### config.mk
export PLATFORM = sky130hd
export DESIGN_NAME = three_axis_stepper_positioner
export DESIGN_NICKNAME = d
export VERILOG_FILES = /design/src/rtl/core/tsp_pkg.sv /design/src/rtl/core/tsp_plan.sv /design/src/rtl/core/tsp_state.sv /design/src/rtl/core/three_axis_stepper_positioner.sv
export VERILOG_INCLUDE_DIRS = /design/src /design/src/rtl/core
export SDC_FILE = /design/constraint.sdc
export NUM_CORES = 2
export LEC_CHECK = 0
export BUFFER_PORTS_ARGS = -buffer_cell sky130_fd_sc_hd__buf_4
export CORE_MARGIN = 2
export CORE_UTILIZATION = 46
export DETAILED_ROUTE_END_ITERATION = 10
export PLACE_DENSITY = 0.63
export SETUP_SLACK_MARGIN = 0.5
export SYNTH_ARGS = -nofsm -noshare
export SYNTH_HDL_FRONTEND = slang
export SYNTH_HIERARCHICAL = 1
export SYNTH_SLANG_ARGS = --single-unit
### constraint.sdc
create_clock -name clk -period 26.7 [get_ports clk]
set_input_delay 5.34 -clock clk [delete_from_list [all_inputs] [get_ports clk]]
set_output_delay 5.34 -clock clk [all_outputs]
set_load 0.01 [all_outputs]
### src/rtl/core/three_axis_stepper_positioner_macros.svh
// assertion macros used by the positioner rtl
`ifndef THREE_AXIS_STEPPER_POSITIONER_MACROS_SVH
`define THREE_AXIS_STEPPER_POSITIONER_MACROS_SVH

// property that must hold on every clock edge out of reset
`define TSP_ASSERT_ALWAYS(label, clk, rst_n, expr) \
	label: assert property (@(posedge clk) disable iff (!rst_n) (expr)) \
		else $error("tsp invariant violated");

// same-cycle implication
`define TSP_ASSERT_IMPL(label, clk, rst_n, ante, cons) \
	label: assert property (@(posedge clk) disable iff (!rst_n) (ante) |-> (cons)) \
		else $error("tsp implication violated");

// next-cycle implication
`define TSP_ASSERT_NEXT(label, clk, rst_n, ante, cons) \
	label: assert property (@(posedge clk) disable iff (!rst_n) (ante) |=> (cons)) \
		else $error("tsp next-cycle implication violated");

`endif

### src/rtl/core/tsp_pkg.sv
// types, constants and helpers for the three-axis stepper positioner
package tsp_pkg;

	localparam int COUNT_BITS = 17;
	localparam int TGT_W      = 9;
	localparam int SPU_W      = 16;
	localparam int PROD_W     = TGT_W + SPU_W;
	localparam int RND_W      = PROD_W - 7;
	localparam int CMP_W      = ((RND_W > COUNT_BITS) ? RND_W : COUNT_BITS) + 1;
	localparam int NUM_MOTORS = 3;

	// per-motor array index
	localparam logic [1:0] IDX_ACCEL   = 2'd0;
	localparam logic [1:0] IDX_DEFLECT = 2'd1;
	localparam logic [1:0] IDX_MAG     = 2'd2;

	// motor_active codes
	localparam logic [1:0] MOT_NONE    = 2'd0;
	localparam logic [1:0] MOT_ACCEL   = 2'd1;
	localparam logic [1:0] MOT_DEFLECT = 2'd2;
	localparam logic [1:0] MOT_MAG     = 2'd3;

	localparam logic KIND_TICK = 1'b0;
	localparam logic KIND_CMD  = 1'b1;

	localparam logic [1:0] ARC_OFF  = 2'd0;
	localparam logic [1:0] ARC_CW   = 2'd1;
	localparam logic [1:0] ARC_CCW  = 2'd2;
	localparam logic [1:0] ARC_KEEP = 2'd3;

	localparam logic [1:0] POL_OFF  = 2'd0;
	localparam logic [1:0] POL_POS  = 2'd1;
	localparam logic [1:0] POL_NEG  = 2'd2;
	localparam logic [1:0] POL_KEEP = 2'd3;

	// configuration register indexes
	localparam logic [2:0] REG_ACCEL_SPU     = 3'd0;
	localparam logic [2:0] REG_DEFLECT_SPU   = 3'd1;
	localparam logic [2:0] REG_MAG_SPU       = 3'd2;
	localparam logic [2:0] REG_ACCEL_LIMIT   = 3'd3;
	localparam logic [2:0] REG_DEFLECT_LIMIT = 3'd4;
	localparam logic [2:0] REG_MAG_LIMIT     = 3'd5;

	localparam logic [SPU_W-1:0] RST_ACCEL_SPU     = 16'd3128;
	localparam logic [SPU_W-1:0] RST_DEFLECT_SPU   = 16'd3911;
	localparam logic [SPU_W-1:0] RST_MAG_SPU       = 16'd2607;
	localparam logic [TGT_W-1:0] RST_ACCEL_LIMIT   = 9'd250;
	localparam logic [TGT_W-1:0] RST_DEFLECT_LIMIT = 9'd250;
	localparam logic [TGT_W-1:0] RST_MAG_LIMIT     = 9'd300;
	localparam logic [TGT_W-1:0] RST_DEFLECT_POS   = 9'd50;
	localparam logic [TGT_W-1:0] RST_OTHER_POS     = 9'd0;

	localparam logic [3:0] RELAY_ALL = 4'hF;

	typedef struct packed {
		logic [SPU_W-1:0] accel_spu;
		logic [SPU_W-1:0] deflect_spu;
		logic [SPU_W-1:0] mag_spu;
		logic [TGT_W-1:0] accel_limit;
		logic [TGT_W-1:0] deflect_limit;
		logic [TGT_W-1:0] mag_limit;
	} cfg_t;

	typedef struct packed {
		logic             kind;
		logic [TGT_W-1:0] deflect_target;
		logic [TGT_W-1:0] accel_target;
		logic [TGT_W-1:0] mag_target;
		logic [1:0]       arc_mode;
		logic [1:0]       deflect_polarity;
	} item_t;

	typedef struct packed {
		logic [3:0] coil_pattern;
		logic [1:0] motor_active;
		logic [3:0] relay_bits;
		logic       busy;
		logic       rejected;
	} res_t;

	typedef struct packed {
		logic                  ok;
		logic                  fwd;
		logic [COUNT_BITS-1:0] count;
	} plan_t;

	// full-step coil pattern for a phase
	function automatic logic [3:0] coil_of(input logic [1:0] ph);
		logic [3:0] c;
		unique case (ph)
			2'd0: c = 4'h3;
			2'd1: c = 4'h6;
			2'd2: c = 4'hC;
			2'd3: c = 4'h9;
			default: c = 4'h0;
		endcase
		return c;
	endfunction

endpackage

### src/rtl/core/tsp_plan.sv
// step count and direction for one motor of a new command
module tsp_plan (
	input  logic [tsp_pkg::TGT_W-1:0] target,
	input  logic [tsp_pkg::TGT_W-1:0] limit,
	input  logic [tsp_pkg::SPU_W-1:0] spu,
	input  logic [tsp_pkg::TGT_W-1:0] pos,
	output tsp_pkg::plan_t            plan
);

	logic                          fwd;
	logic [tsp_pkg::TGT_W-1:0]     diff;
	logic [tsp_pkg::PROD_W-1:0]    prod;
	logic [tsp_pkg::PROD_W:0]      prod_rnd;
	logic [tsp_pkg::CMP_W-1:0]     rnd_w;
	logic [tsp_pkg::CMP_W-1:0]     cnt_max;

	assign fwd      = target > pos;
	assign diff     = fwd ? (target - pos) : (pos - target);
	assign prod     = tsp_pkg::PROD_W'(diff) * tsp_pkg::PROD_W'(spu);
	// round half up, then drop the eight fraction bits
	assign prod_rnd = {1'b0, prod} + (tsp_pkg::PROD_W + 1)'(128);
	assign rnd_w    = tsp_pkg::CMP_W'(prod_rnd[tsp_pkg::PROD_W:8]);
	assign cnt_max  = tsp_pkg::CMP_W'((tsp_pkg::CMP_W'(1) << tsp_pkg::COUNT_BITS) - 1);

	assign plan.ok    = target <= limit;
	assign plan.fwd   = fwd;
	assign plan.count = (rnd_w > cnt_max) ? cnt_max[tsp_pkg::COUNT_BITS-1:0]
	                                      : rnd_w[tsp_pkg::COUNT_BITS-1:0];

endmodule

### src/rtl/core/tsp_state.sv
// motor positions, step counters, relays and the per-word update
`include "three_axis_stepper_positioner_macros.svh"

module tsp_state (
	input  logic            clk,
	input  logic            arst_n,
	input  logic            fire,
	input  tsp_pkg::item_t  item,
	input  tsp_pkg::cfg_t   cfg,
	output tsp_pkg::res_t   res
);

	logic [tsp_pkg::COUNT_BITS-1:0] steps_q [tsp_pkg::NUM_MOTORS];
	logic [tsp_pkg::COUNT_BITS-1:0] steps_d [tsp_pkg::NUM_MOTORS];
	logic [1:0]                     phase_q [tsp_pkg::NUM_MOTORS];
	logic [1:0]                     phase_d [tsp_pkg::NUM_MOTORS];
	logic [tsp_pkg::TGT_W-1:0]      pos_q   [tsp_pkg::NUM_MOTORS];
	logic [tsp_pkg::TGT_W-1:0]      pos_d   [tsp_pkg::NUM_MOTORS];
	logic [tsp_pkg::TGT_W-1:0]      tgt     [tsp_pkg::NUM_MOTORS];
	logic [tsp_pkg::TGT_W-1:0]      lim     [tsp_pkg::NUM_MOTORS];
	logic [tsp_pkg::SPU_W-1:0]      spu     [tsp_pkg::NUM_MOTORS];
	tsp_pkg::plan_t                 plan    [tsp_pkg::NUM_MOTORS];
	logic [tsp_pkg::NUM_MOTORS-1:0] fwd_q, fwd_d;
	logic [3:0]                     relay_now_q, relay_now_d;
	logic [3:0]                     relay_pend_q, relay_pend_d;
	logic                           busy_q, busy_d;
	logic                           sel_hit;
	logic [1:0]                     sel;
	logic [1:0]                     sel_code;

	assign tgt[tsp_pkg::IDX_ACCEL]   = item.accel_target;
	assign tgt[tsp_pkg::IDX_DEFLECT] = item.deflect_target;
	assign tgt[tsp_pkg::IDX_MAG]     = item.mag_target;
	assign lim[tsp_pkg::IDX_ACCEL]   = cfg.accel_limit;
	assign lim[tsp_pkg::IDX_DEFLECT] = cfg.deflect_limit;
	assign lim[tsp_pkg::IDX_MAG]     = cfg.mag_limit;
	assign spu[tsp_pkg::IDX_ACCEL]   = cfg.accel_spu;
	assign spu[tsp_pkg::IDX_DEFLECT] = cfg.deflect_spu;
	assign spu[tsp_pkg::IDX_MAG]     = cfg.mag_spu;

	for (genvar g = 0; g < tsp_pkg::NUM_MOTORS; g++) begin : g_plan
		tsp_plan u_plan (
			.target (tgt[g]),
			.limit  (lim[g]),
			.spu    (spu[g]),
			.pos    (pos_q[g]),
			.plan   (plan[g])
		);
	end

	// deflect first, then accelerate, then magnetize
	always_comb begin
		sel_hit  = 1'b1;
		sel      = tsp_pkg::IDX_DEFLECT;
		sel_code = tsp_pkg::MOT_DEFLECT;
		priority if (steps_q[tsp_pkg::IDX_DEFLECT] != '0) begin
			sel      = tsp_pkg::IDX_DEFLECT;
			sel_code = tsp_pkg::MOT_DEFLECT;
		end else if (steps_q[tsp_pkg::IDX_ACCEL] != '0) begin
			sel      = tsp_pkg::IDX_ACCEL;
			sel_code = tsp_pkg::MOT_ACCEL;
		end else if (steps_q[tsp_pkg::IDX_MAG] != '0) begin
			sel      = tsp_pkg::IDX_MAG;
			sel_code = tsp_pkg::MOT_MAG;
		end else begin
			sel_hit  = 1'b0;
		end
	end

	always_comb begin
		logic pending;
		steps_d      = steps_q;
		phase_d      = phase_q;
		pos_d        = pos_q;
		fwd_d        = fwd_q;
		relay_now_d  = relay_now_q;
		relay_pend_d = relay_pend_q;
		busy_d       = busy_q;
		res          = '0;
		pending      = 1'b0;
		if (item.kind == tsp_pkg::KIND_CMD) begin
			if (busy_q) begin
				res.rejected = 1'b1;
			end else begin
				for (int m = 0; m < tsp_pkg::NUM_MOTORS; m++) begin
					if (plan[m].ok) begin
						steps_d[m] = plan[m].count;
						fwd_d[m]   = plan[m].fwd;
						phase_d[m] = plan[m].fwd ? plan[m].count[1:0] : 2'd0;
						pos_d[m]   = tgt[m];
					end
				end
				unique case (item.arc_mode)
					tsp_pkg::ARC_OFF:  relay_pend_d[1:0] = 2'b11;
					tsp_pkg::ARC_CW:   relay_pend_d[1:0] = 2'b10;
					tsp_pkg::ARC_CCW:  relay_pend_d[1:0] = 2'b01;
					tsp_pkg::ARC_KEEP: relay_pend_d[1:0] = relay_pend_q[1:0];
					default:           relay_pend_d[1:0] = relay_pend_q[1:0];
				endcase
				// negative polarity drives the same levels as off
				unique case (item.deflect_polarity)
					tsp_pkg::POL_OFF:  relay_pend_d[3:2] = 2'b11;
					tsp_pkg::POL_POS:  relay_pend_d[3:2] = 2'b00;
					tsp_pkg::POL_NEG:  relay_pend_d[3:2] = 2'b11;
					tsp_pkg::POL_KEEP: relay_pend_d[3:2] = relay_pend_q[3:2];
					default:           relay_pend_d[3:2] = relay_pend_q[3:2];
				endcase
				for (int m = 0; m < tsp_pkg::NUM_MOTORS; m++) begin
					pending = pending | (steps_d[m] != '0);
				end
				busy_d      = pending;
				relay_now_d = pending ? tsp_pkg::RELAY_ALL : relay_pend_d;
			end
		end else if (busy_q) begin
			if (sel_hit) begin
				res.coil_pattern = tsp_pkg::coil_of(phase_q[sel]);
				res.motor_active = sel_code;
				steps_d[sel]     = steps_q[sel] - 1'b1;
				phase_d[sel]     = fwd_q[sel] ? (phase_q[sel] - 2'd1) : (phase_q[sel] + 2'd1);
			end
			for (int m = 0; m < tsp_pkg::NUM_MOTORS; m++) begin
				pending = pending | (steps_d[m] != '0);
			end
			if (!pending) begin
				busy_d      = 1'b0;
				relay_now_d = relay_pend_q;
			end
		end
		res.relay_bits = relay_now_d;
		res.busy       = busy_d;
	end

	always_ff @(posedge clk or negedge arst_n) begin
		if (!arst_n) begin
			for (int m = 0; m < tsp_pkg::NUM_MOTORS; m++) begin
				steps_q[m] <= '0;
				phase_q[m] <= '0;
			end
			pos_q[tsp_pkg::IDX_ACCEL]   <= tsp_pkg::RST_OTHER_POS;
			pos_q[tsp_pkg::IDX_DEFLECT] <= tsp_pkg::RST_DEFLECT_POS;
			pos_q[tsp_pkg::IDX_MAG]     <= tsp_pkg::RST_OTHER_POS;
			fwd_q        <= '0;
			relay_now_q  <= tsp_pkg::RELAY_ALL;
			relay_pend_q <= tsp_pkg::RELAY_ALL;
			busy_q       <= 1'b0;
		end else if (fire) begin
			steps_q      <= steps_d;
			phase_q      <= phase_d;
			pos_q        <= pos_d;
			fwd_q        <= fwd_d;
			relay_now_q  <= relay_now_d;
			relay_pend_q <= relay_pend_d;
			busy_q       <= busy_d;
		end
	end

	`TSP_ASSERT_ALWAYS(a_busy_matches_steps, clk, arst_n, busy_q == ((steps_q[0] != '0) || (steps_q[1] != '0) || (steps_q[2] != '0)))
	`TSP_ASSERT_IMPL(a_idle_relays_settled, clk, arst_n, !busy_q, relay_now_q == relay_pend_q)
	`TSP_ASSERT_IMPL(a_busy_relays_high, clk, arst_n, busy_q, relay_now_q == tsp_pkg::RELAY_ALL)
	`TSP_ASSERT_NEXT(a_reject_keeps_pos, clk, arst_n, fire && (item.kind == tsp_pkg::KIND_CMD) && busy_q, $stable(pos_q[0]) && $stable(pos_q[1]) && $stable(pos_q[2]))

endmodule

### src/rtl/core/three_axis_stepper_positioner.sv
// top level of the three-axis stepper positioner: handshakes and config registers
//
// usage
//  - input channel (in_valid / in_stall): one word per item, kind 1 is a
//    command with three targets and two relay modes, kind 0 is a step tick
//  - output channel (out_valid / out_stall): exactly one result word per
//    input word, in order: coil pattern, active motor, relay levels, busy
//    flag and command-rejected flag
//  - config channel (cfg_valid / cfg_ready / cfg_index / cfg_data): always
//    ready; write only while no word is in flight
//  - an accepted word goes through the input register and the state update
//    into the result register, which drives out_valid; one word is taken every
//    cycle while the receiver does not stall, as the input register, state update
//    and result register all advance together
//  - when the receiver stalls, the result register holds, the input register
//    fills, and in_stall rises only once both are occupied
//  - reset (arst_n low) clears all motor state, sets the deflect position to
//    50, the relays to all ones, and loads the default config values
module three_axis_stepper_positioner (
	input  logic                        clk,
	input  logic                        arst_n,
	// input word
	input  logic                        in_valid,
	output logic                        in_stall,
	input  logic                        kind,
	input  logic [tsp_pkg::TGT_W-1:0]   deflect_target,
	input  logic [tsp_pkg::TGT_W-1:0]   accel_target,
	input  logic [tsp_pkg::TGT_W-1:0]   mag_target,
	input  logic [1:0]                  arc_mode,
	input  logic [1:0]                  deflect_polarity,
	// result word
	output logic                        out_valid,
	input  logic                        out_stall,
	output logic [3:0]                  coil_pattern,
	output logic [1:0]                  motor_active,
	output logic [3:0]                  relay_bits,
	output logic                        busy_res,
	output logic                        command_rejected,
	// config writes
	input  logic                        cfg_valid,
	output logic                        cfg_ready,
	input  logic [2:0]                  cfg_index,
	input  logic [tsp_pkg::SPU_W-1:0]   cfg_data
);

	tsp_pkg::cfg_t  cfg_q;
	tsp_pkg::item_t item_s1;
	logic           valid_s1;
	tsp_pkg::res_t  res;
	tsp_pkg::res_t  res_q;
	logic           out_valid_q;
	logic           advance;
	logic           fire;

	// result register free or being emptied this cycle
	assign advance  = !out_valid_q || !out_stall;
	assign fire     = valid_s1 && advance;
	assign in_stall = valid_s1 && !advance;
	assign cfg_ready = 1'b1;

	// config registers, to be written only when idle; the block itself does not enforce this
	always_ff @(posedge clk or negedge arst_n) begin
		if (!arst_n) begin
			cfg_q.accel_spu     <= tsp_pkg::RST_ACCEL_SPU;
			cfg_q.deflect_spu   <= tsp_pkg::RST_DEFLECT_SPU;
			cfg_q.mag_spu       <= tsp_pkg::RST_MAG_SPU;
			cfg_q.accel_limit   <= tsp_pkg::RST_ACCEL_LIMIT;
			cfg_q.deflect_limit <= tsp_pkg::RST_DEFLECT_LIMIT;
			cfg_q.mag_limit     <= tsp_pkg::RST_MAG_LIMIT;
		end else if (cfg_valid && cfg_ready) begin
			unique case (cfg_index)
				tsp_pkg::REG_ACCEL_SPU:     cfg_q.accel_spu     <= cfg_data;
				tsp_pkg::REG_DEFLECT_SPU:   cfg_q.deflect_spu   <= cfg_data;
				tsp_pkg::REG_MAG_SPU:       cfg_q.mag_spu       <= cfg_data;
				tsp_pkg::REG_ACCEL_LIMIT:   cfg_q.accel_limit   <= cfg_data[tsp_pkg::TGT_W-1:0];
				tsp_pkg::REG_DEFLECT_LIMIT: cfg_q.deflect_limit <= cfg_data[tsp_pkg::TGT_W-1:0];
				tsp_pkg::REG_MAG_LIMIT:     cfg_q.mag_limit     <= cfg_data[tsp_pkg::TGT_W-1:0];
				default: ;  // unused indexes are ignored
			endcase
		end
	end

	// input register: control
	always_ff @(posedge clk or negedge arst_n) begin
		if (!arst_n) begin
			valid_s1 <= 1'b0;
		end else if (in_valid && !in_stall) begin
			valid_s1 <= 1'b1;
		end else if (fire) begin
			valid_s1 <= 1'b0;
		end
	end

	// input register: payload
	always_ff @(posedge clk) begin
		if (in_valid && !in_stall) begin
			item_s1.kind             <= kind;
			item_s1.deflect_target   <= deflect_target;
			item_s1.accel_target     <= accel_target;
			item_s1.mag_target       <= mag_target;
			item_s1.arc_mode         <= arc_mode;
			item_s1.deflect_polarity <= deflect_polarity;
		end
	end

	// positions, counters and relays; updates on fire
	tsp_state u_state (
		.clk    (clk),
		.arst_n (arst_n),
		.fire   (fire),
		.item   (item_s1),
		.cfg    (cfg_q),
		.res    (res)
	);

	// result register: control
	always_ff @(posedge clk or negedge arst_n) begin
		if (!arst_n) begin
			out_valid_q <= 1'b0;
		end else if (fire) begin
			out_valid_q <= 1'b1;
		end else if (!out_stall) begin
			out_valid_q <= 1'b0;
		end
	end

	// result register: payload
	always_ff @(posedge clk) begin
		if (fire) begin
			res_q <= res;
		end
	end

	assign out_valid        = out_valid_q;
	assign coil_pattern     = res_q.coil_pattern;
	assign motor_active     = res_q.motor_active;
	assign relay_bits       = res_q.relay_bits;
	assign busy_res         = res_q.busy;
	assign command_rejected = res_q.rejected;

endmodule

==> flow_metrics.env <==
export IMPL_post_cts_buffers=0
export IMPL_synth_area_per_cell_um2=9.39
export IMPL_antenna_left=0
export IMPL_setup_viol_count_final=0
export IMPL_rsz0062_at_grt="no"
export IMPL_cp_end_kind="flip-flop"
export IMPL_cpMostUsedCell="fa_1"
export IMPL_hold_depth=1
export IMPL_synth_top_area_cell="fa_1"
export IMPL_synth_ff_latch_count=217
export IMPL_antenna_found_initial=0
export IMPL_gp_congestion=0.991
export IMPL_syn2layout_area_growth_pct=7.39
export IMPL_dieArea_mm2=0.0658
export IMPL_reg2reg_slack_ps=14450
export IMPL_crit_type="reg -> reg"
export IMPL_cts_max_level=1
export IMPL_min_from="item_s1[0]"
export IMPL_gr_total_overflow=0
export IMPL_synthFlopType="dfrtp_1"
export IMPL_cts_tree="done"
export IMPL_grt_start_max_net_pins=73
export IMPL_critPathLaunchType="flip-flop"
export IMPL_grt_pass1_wl_um=136000
export IMPL_hp_class="reg -> reg"
export IMPL_drc=0
export IMPL_synthArstFlopShare=0.797
export IMPL_rows=92
export IMPL_syn_num_nets=3750
export IMPL_relSlewSlack=0.131
export IMPL_cts_root_buf="clkbuf_16"
export IMPL_hpwl_um=67200
export IMPL_post_drt_wl_per_cell_um=21.5
export IMPL_arrival_ps=12580
export IMPL_synth_most_common_cell="inv_1"
export IMPL_skew_ps=12.7
export IMPL_hold_viol=0
export IMPL_hold_end="u_state/relay_pend_q[2]"
export IMPL_worst_pin_slew_ps=1300
export IMPL_r2r_end="relay_bits[3]"
export IMPL_cp_top_family="adder cells"
export IMPL_ys_types=128
export IMPL_maxCapViolations=0
export IMPL_drtIter0Drc=1705
export IMPL_start_util=0.465
export IMPL_netlist_area_leader_share=0.209
export IMPL_period_needed_ps=12250
export IMPL_r2r_start="item_s1[21]"
export IMPL_ys_warn_count=6
export IMPL_worst_path_largest_cell_delay_ps=1070
export IMPL_die_w_um=256
export IMPL_clk_pin_slew_ps=60
export IMPL_critPathBufInv=3
export IMPL_postCtsResizedCells=0
export IMPL_die_y_um=256
export IMPL_pin_count=71
export IMPL_cts_sinks=217
export IMPL_fmax_mhz=81.6
export IMPL_ys_seq_area_frac=0.195
export IMPL_vias_per_cell=5.90
export IMPL_clk_latency_ps=580
export IMPL_ctsHoldBuffers=0
export IMPL_finalCritPeriodShare=0.459
export IMPL_ff2ff_path_depth=38
export IMPL_instances_no_fill=3990
export IMPL_final_max_slew_viol_count=0
export IMPL_synth_area_mm2=0.0293
export IMPL_wirelength_um=85700
export IMPL_critPathMaxFanout=41
export IMPL_num_antenna_cells=0
export IMPL_core_area_mm2=0.0631
export IMPL_port_buffers=69
export IMPL_drive_gt1_frac=0.137
export IMPL_syn_inst=3124
export IMPL_grt_use_total=0.260
export IMPL_dpl_cell_count=3936
export IMPL_status="finished, final reports clean"
export IMPL_first_pass_iters=5
export IMPL_cts_inserted_buffers=29
export IMPL_cp_required_ps=27030
export IMPL_ys_top_cells_by_area="fa_1 21%, ha_1 11%, dfrtp_1 11%"
export IMPL_slowest_stage="ha_1"
export IMPL_tns_ps=0
export IMPL_fin_nets=3747
export IMPL_startpoint="item_s1[21]"
export IMPL_synth_edff_count=44
export IMPL_first_global_vias=24200
export IMPL_yosys_top_cells_count="331 x inv_1, 306 x fa_1, 298 x nand2_1"
export IMPL_vias=23500
export IMPL_clk_path_buf_depth=3
worst register-to-register path, delay by kind of cell, from the launching register on:
kind,cells,cell delay [ps]
DFF,1,430
adders and majority gates,7,3630
AOI/OAI and AO/OA,15,3600
muxes,1,320
xor gates and xnor gates,1,530
and+or+nand+nor,11,3140
buffers and inverters,3,340
registers in the layout, summed over array words and instances, names as in the netlist:
name and count:
u_state/phase_q 6, u_state/steps_q 51, coil_pattern 4, u_state/pos_q 27, relay_bits 4, item_s1 32, busy_res 1, u_state/relay_pend_q 4
motor_active 2, u_state/fwd_q 3, command_rejected 1, valid_s1 1, u_state/busy_q 1, cfg_q 75, out_valid 1, u_state/relay_now_q 4
per-stage QoR:
stage | utilization | hold WS, ps | area, um2 | setup slack (ps)
global route | 0.499 | 511 | 31500 | 13780
detailed placement | 0.484 | 474 | 30500 | 14680
finish | 0.499 | 468 | 31500 | 14450
global placement | 0.484 | 453 | 30500 | 15010
CTS | 0.499 | 482 | 31500 | 14580
floorplan | - | 416 | 29300 | 15830
cells in the final DEF (no fill, tap or decap), types with 44 or more instances in the layout:
cell type	synthesis	routed
edfxtp_1	44	44
ha_1	264	264
inv_1	331	331
fa_1	306	306
nand2b_1	79	79
nand2_1	298	298
and2_1	200	199
dfstp_2	47	47
mux2_2	115	115
nor2_1	121	120
dfrtp_1	126	126
nor3_1	55	54
buf_4	12	107
a21oi_1	131	131
nor2b_1	62	62
o21ai_0	132	130
metal layers:
metal	GRT usage	part of all wire
met1	0.362	0.45
met2	0.419	0.45
met3	0.0334	0.057
met4	0.0835	0.037
met5	0	0
worst max path at each step:
| stage | slack, ps | depth (start not counted) | endpoint |
|---|---|---|---|
| after global routing | 13780 | 36 | relay_bits[3] |
| final | 14450 | 38 | relay_bits[3] |
| after global placement | 15010 | 38 | relay_bits[3] |
| after floorplan | 15830 | 2 | in_stall |
| after detailed placement | 14680 | 38 | relay_bits[3] |
| after CTS | 14580 | 38 | relay_bits[3] |
layout make-up:
cell class,instances,area (um2)
fillers,5944,31600
multi-input cells,2432,21700
flip-flops and latches,217,5710
inverters,333,1250
well taps,846,1060
repair buffers,108,815
clock buffers,36,783
clock inverters,18,176
logic make-up after synthesis:
group,synth area share
and+or+nand+nor,0.198
AOI/OAI and AO/OA,0.139
adders and majority gates,0.322
buffers and inverters,0.0668
DFF,0.195
muxes,0.0556
xor gates and xnor gates,0.0241
other,0.000128
Power is not shown: default switching activity piles up to over one toggle a cycle in this logic, so the estimate is an artifact.
